`src/hdl/crb_pkg.sv`:
```
`timescale 1ns / 1ps
package crb_pkg;

  localparam int DEF_SCREEN_W    = 320;
  localparam int DEF_SCREEN_H    = 200;
  localparam int DEF_NUM_BUFFERS = 5;

  // signed width for the clipping arithmetic; covers 16-bit inputs and screens up to 1024
  localparam int CLIP_W = 20;

  typedef enum logic [1:0] {
    ACT_WRITE = 2'd0,
    ACT_READ  = 2'd1,
    ACT_COPY  = 2'd2,
    ACT_NONE  = 2'd3
  } action_t;

  typedef enum logic [1:0] {
    ST_DONE = 2'd0,
    ST_DROP = 2'd1,
    ST_OFF  = 2'd2
  } status_t;

  typedef enum logic [3:0] {
    S_CLEAR,
    S_IDLE,
    S_DISPATCH,
    S_PIX_ADDR,
    S_PIX_MEM,
    S_PIX_WAIT,
    S_CLIP_SRC,
    S_CLIP_DST,
    S_LIM_SRC,
    S_LIM_DST,
    S_CHECK,
    S_ADDR_MUL,
    S_ADDR_SUM,
    S_PX_RD,
    S_PX_WR
  } state_t;

  typedef struct packed {
    logic    load;
    logic    clr_step;
    logic    addr_mul;
    logic    pix_wr;
    logic    pix_rd;
    logic    clip_src;
    logic    clip_dst;
    logic    lim_src;
    logic    lim_dst;
    logic    addr_sum;
    logic    px_rd;
    logic    px_wr;
    logic    finish;
    status_t fin_status;
    logic    fin_rdata;
  } cmd_t;

  typedef struct packed {
    action_t act;
    logic    clr_last;
    logic    pix_off;
    logic    fail;
    logic    empty;
    logic    col_last;
    logic    row_last;
  } stat_t;

endpackage

```
`src/hdl/crb_ctrl.sv`:
```
`timescale 1ns / 1ps
module crb_ctrl (
  input  logic          clk,
  input  logic          rst_n,
  input  logic          start,
  output logic          busy,
  output crb_pkg::cmd_t cmd,
  input  crb_pkg::stat_t stat
);
  import crb_pkg::*;

  state_t state_r, state_nxt;

  always_ff @(posedge clk) begin
    if (!rst_n) begin
      state_r <= S_CLEAR;
    end else begin
      state_r <= state_nxt;
    end
  end

  always_comb begin
    state_nxt = state_r;
    cmd       = '0;
    case (state_r)
      S_CLEAR: begin
        cmd.clr_step = 1'b1;
        if (stat.clr_last) state_nxt = S_IDLE;
      end
      S_IDLE: begin
        if (start) begin
          cmd.load  = 1'b1;
          state_nxt = S_DISPATCH;
        end
      end
      S_DISPATCH: begin
        if (stat.act inside {ACT_WRITE, ACT_READ}) begin
          state_nxt = S_PIX_ADDR;
        end else if (stat.act == ACT_COPY) begin
          state_nxt = S_CLIP_SRC;
        end else begin
          cmd.finish     = 1'b1;
          cmd.fin_status = ST_DONE;
          state_nxt      = S_IDLE;
        end
      end
      S_PIX_ADDR: begin
        cmd.addr_mul = 1'b1;
        if (stat.pix_off) begin
          cmd.finish     = 1'b1;
          cmd.fin_status = ST_OFF;
          state_nxt      = S_IDLE;
        end else begin
          state_nxt = S_PIX_MEM;
        end
      end
      S_PIX_MEM: begin
        if (stat.act == ACT_WRITE) begin
          cmd.pix_wr     = 1'b1;
          cmd.finish     = 1'b1;
          cmd.fin_status = ST_DONE;
          state_nxt      = S_IDLE;
        end else begin
          cmd.pix_rd = 1'b1;
          state_nxt  = S_PIX_WAIT;
        end
      end
      S_PIX_WAIT: begin
        cmd.finish     = 1'b1;
        cmd.fin_status = ST_DONE;
        cmd.fin_rdata  = 1'b1;
        state_nxt      = S_IDLE;
      end
      S_CLIP_SRC: begin
        cmd.clip_src = 1'b1;
        state_nxt    = S_CLIP_DST;
      end
      S_CLIP_DST: begin
        cmd.clip_dst = 1'b1;
        state_nxt    = S_LIM_SRC;
      end
      S_LIM_SRC: begin
        cmd.lim_src = 1'b1;
        state_nxt   = S_LIM_DST;
      end
      S_LIM_DST: begin
        cmd.lim_dst = 1'b1;
        state_nxt   = S_CHECK;
      end
      S_CHECK: begin
        if (stat.fail) begin
          cmd.finish     = 1'b1;
          cmd.fin_status = ST_DROP;
          state_nxt      = S_IDLE;
        end else if (stat.empty) begin
          cmd.finish     = 1'b1;
          cmd.fin_status = ST_DONE;
          state_nxt      = S_IDLE;
        end else begin
          state_nxt = S_ADDR_MUL;
        end
      end
      S_ADDR_MUL: begin
        cmd.addr_mul = 1'b1;
        state_nxt    = S_ADDR_SUM;
      end
      S_ADDR_SUM: begin
        cmd.addr_sum = 1'b1;
        state_nxt    = S_PX_RD;
      end
      S_PX_RD: begin
        cmd.px_rd = 1'b1;
        state_nxt = S_PX_WR;
      end
      S_PX_WR: begin
        cmd.px_wr = 1'b1;
        if (stat.col_last && stat.row_last) begin
          cmd.finish     = 1'b1;
          cmd.fin_status = ST_DONE;
          state_nxt      = S_IDLE;
        end else begin
          state_nxt = S_PX_RD;
        end
      end
      default: begin
        state_nxt = S_IDLE;
      end
    endcase
  end

  assign busy = (state_r != S_IDLE);

endmodule

```
`config.mk`:
```
export PLATFORM = sky130hd
export DESIGN_NAME = crb_ctrl
export DESIGN_NICKNAME = d
export VERILOG_FILES = /design/src/hdl/crb_pkg.sv /design/src/hdl/crb_ctrl.sv
export SDC_FILE = /design/constraint.sdc
export NUM_CORES = 1
export LEC_CHECK = 0
export BUFFER_PORTS_ARGS = -buffer_cell sky130_fd_sc_hd__buf_2
export CAP_MARGIN = 0
export CORE_AREA = 2 2 39 41
export CTS_CLUSTER_SIZE = 10
export DETAILED_ROUTE_END_ITERATION = 16
export DIE_AREA = 0 0 41 43
export PLACE_DENSITY = 0.81
export SLEW_MARGIN = 20
export SYNTH_ARGS = -nofsm -noshare
export SYNTH_HDL_FRONTEND = slang
export SYNTH_SLANG_ARGS = --single-unit
```
`constraint.sdc`:
```
create_clock -name clk -period 3.3 [get_ports clk]
set_input_delay 0.165 -clock clk [delete_from_list [all_inputs] [get_ports clk]]
set_output_delay 0.165 -clock clk [all_outputs]
set_load 0.01 [all_outputs]
```
==> load_flow_metrics.sql <==
INSERT INTO impl_metrics (metric_group, metric, value, unit) VALUES
('worst_hold_path', 'min_delay_worst_type', 'in2reg', ''),
('detailed_routing', 'route.vias.total', '651', ''),
('synthesis', 'number_of_distinct_library_cells_after_synthesis', '36', ''),
('synthesis', 'synth-edff-count', '0', ''),
('synthesis', 'synthesis.area', '498', 'um^2'),
('synthesis', 'yosys.area.top_type_share', '0.161', ''),
('die', 'core_outline_area', '1380', 'um^2'),
('cts', 'cts_tree', 'yes', ''),
('outcome', 'outcome', 'completed', ''),
('finish', 'largest_register', 'state_r', ''),
('finish', 'nNetsFinal', '114', ''),
('power', 'cellPowerDensity', '242', 'nW/um^2'),
('detailed_routing', 'route.detailed.drc', '0', ''),
('timing', 'finClkSkew', '0.00193', 'ns'),
('finish', 'ant_diodes', '0', ''),
('synthesis', 'post-synth-top-count-cell', 'sky130_fd_sc_hd__nor2_1', ''),
('placed_design', 'detailed_place_hpwl', '1130', 'um'),
('synthesis', 'synth_seq_area_share', '0.161', ''),
('cts', 'htreeDepth', '1', ''),
('timing', 'max_slew.worst_pin.slew', '0.491', 'ns'),
('synthesis', 'async_set_or_reset_register_ratio_after_synthesis', '0', ''),
('die', 'die_area', '1760', 'um^2'),
('synthesis', 'synthCells', '75', ''),
('detailed_routing', 'drtIter0Drc', '20', ''),
('global_routing', 'gr-total-overflow', '0', ''),
('timing', 'setup_viol', '0', ''),
('run', 'cap_violations', '0', ''),
('timing', 'report.final.slew_viol_count', '0', ''),
('synthesis', 'ys_top_cells_by_area', 'sky130_fd_sc_hd__dfxtp_1, sky130_fd_sc_hd__nor2_1, sky130_fd_sc_hd__nand2_1, sky130_fd_sc_hd__a21oi_1, sky130_fd_sc_hd__buf_6', ''),
('global_routing', 'grt_pass1_vias', '493', ''),
('timing', 'fmax', '528', 'MHz'),
('cts', 'cts_hold_buffers', '0', ''),
('detailed_routing', 'post_drt_via_cell_ratio', '5.56', ''),
('worst_hold_path', 'timing.hold.worst_path_depth', '2', ''),
('setup_path', 'crit_path_start_kind', 'flip-flop', ''),
('timing', 'final.min_clock_period', '1.89', 'ns'),
('setup_path', 'critical-path-slowest-cell', 'sky130_fd_sc_hd__dfxtp_1', ''),
('cts', 'cts_root_buffer', 'sky130_fd_sc_hd__clkbuf_4', ''),
('detailed_routing', 'drt_pre_antenna_iters', '4', ''),
('setup_path', 'worst-r2r-cell-count', '4', ''),
('setup_path', 'crit_path_max_incr_delay', '0.61', 'ns'),
('placed_design', 'detailedPlace.worstSlack', '1.70', 'ns'),
('die', 'start_util', '0.360', ''),
('placed_design', 'place_congestion', '0.834', ''),
('finish', 'biggest_registers_after_layout', 'state_r x4', ''),
('setup_path', 'cp.required', '3.13', 'ns'),
('synthesis', 'syn_nets', '86', ''),
('synthesis', 'synthFlopType', 'sky130_fd_sc_hd__dfxtp_1', ''),
('setup_path', 'critical_path.max_fanout', '14', ''),
('synthesis', 'synth_seq_cells', '4', ''),
('detailed_routing', 'antenna_left', '0', ''),
('setup_path', 'critical_path_class', 'reg2out', ''),
('die', 'die_h', '43', 'um'),
('cts', 'post_cts.repair.setup_buffers', '0', ''),
('finish', 'largest_register_ff_count', '4', ''),
('die', 'std_cell_rows', '14', ''),
('global_routing', 'grt_antenna_before_repair', '0', ''),
('synthesis', 'synth.top_cells.by_count', 'sky130_fd_sc_hd__nor2_1, sky130_fd_sc_hd__nand2_1, sky130_fd_sc_hd__a21oi_1', ''),
('cts', 'postCtsResizedCells', '0', ''),
('cts', 'cts.clk_slew.worst_paths', '0.03', 'ns'),
('cts', 'tritoncts_buffer_count', '3', ''),
('global_routing', 'first_pass_grt_wire_length', '2030', 'um'),
('setup_path', 'critPathCaptureType', 'output port', ''),
('timing', 'final.period_utilization', '0.574', ''),
('finish', 'area_growth', '28.1', '%'),
('timing', 'finalSetupTns', '0', 'ns'),
('placed_design', 'number_of_buffer_cells_added_on_primary_ports', '27', ''),
('finish', 'drive_gt1_frac', '0.376', ''),
('timing', 'timing.final.hold_violations', '0', ''),
('setup_path', 'critical_path.cell_chain', 'nand2b_1, o31ai_1, a221o_1, buf_2', ''),
('detailed_routing', 'drt-wirelength-per-cell', '12.0', 'um');
[where the power goes]
group	internal [uW]	total, uW	switching, uW
Sequential	50.4	55.6	5.17
Combinational	17.9	41.3	23.4
Clock	40.5	57.7	17.3
[cell type report]
cell class                      instances  area [um^2]
Clock buffer                            3         22.5
Fill cell                             159          746
Inverter                                7         27.5
Multi-Input combinational cell         60          353
Sequential cell                         4         80.1
Tap cell                               16         20.0
Timing Repair Buffer                   27          135
[cells by family (layout without fill, tap and decap cells)]
group,after synthesis,in the layout,share of synthesized area
buffers and inverters,11,37,0.131
XOR/XNOR,1,1,0.0176
flip-flops,4,4,0.161
AO/OA/AOI/OAI,23,23,0.324
AND/OR/NAND/NOR,36,36,0.367
[stage by stage]
step                 util  cells  hold slack, ns  total power, uW  instance area [um^2]
floorplan               -     75           0.283             82.6                   498
global placement    0.445    114           0.422             96.9                   616
detailed placement  0.445    114           0.424             97.2                   616
CTS                 0.461    117           0.184              157                   638
global route        0.461    117           0.187              167                   638
finish              0.461    117           0.188              155                   638
[final timing paths]
path / startpoint / endpoint / slack, ns
worst max register to register: state_r[1] / state_r[1] / 1.80
worst min-delay path: rst_n / state_r[2] / 0.19
worst max-delay path: state_r[2] / cmd[3] / 1.41
worst min register to register: state_r[0] / state_r[1] / 0.80
[per-layer routing]
layer	share of wire	track usage
met4	0.021	0.0800
met3	0.093	0.0471
met5	0	0
met1	0.44	0.206
met2	0.44	0.253
[critical path, delay by kind of cell (launching register included)]
family                 cells  cell delay, ns
AO/OA/AOI/OAI              2            0.47
flip-flops                 1            0.61
buffers and inverters      1            0.13
AND/OR/NAND/NOR            1            0.29
[cell usage in the layout, fill, tap and decap left out, types with 2 or more instances in the layout]
cell | Yosys | routed
sky130_fd_sc_hd__a21oi_1 | 5 | 5
sky130_fd_sc_hd__nand2_1 | 9 | 9
sky130_fd_sc_hd__o21ai_0 | 3 | 3
sky130_fd_sc_hd__inv_2 | 2 | 2
sky130_fd_sc_hd__nor2_1 | 10 | 10
sky130_fd_sc_hd__and3_1 | 2 | 2
sky130_fd_sc_hd__clkbuf_4 | 0 | 3
sky130_fd_sc_hd__nor3_1 | 4 | 4
sky130_fd_sc_hd__o21ai_1 | 2 | 2
sky130_fd_sc_hd__dfxtp_1 | 4 | 4
sky130_fd_sc_hd__buf_2 | 0 | 27
sky130_fd_sc_hd__nand3_1 | 2 | 2
sky130_fd_sc_hd__nor2b_1 | 2 | 2
sky130_fd_sc_hd__inv_1 | 4 | 4
(Power assumes the default switching activity.)
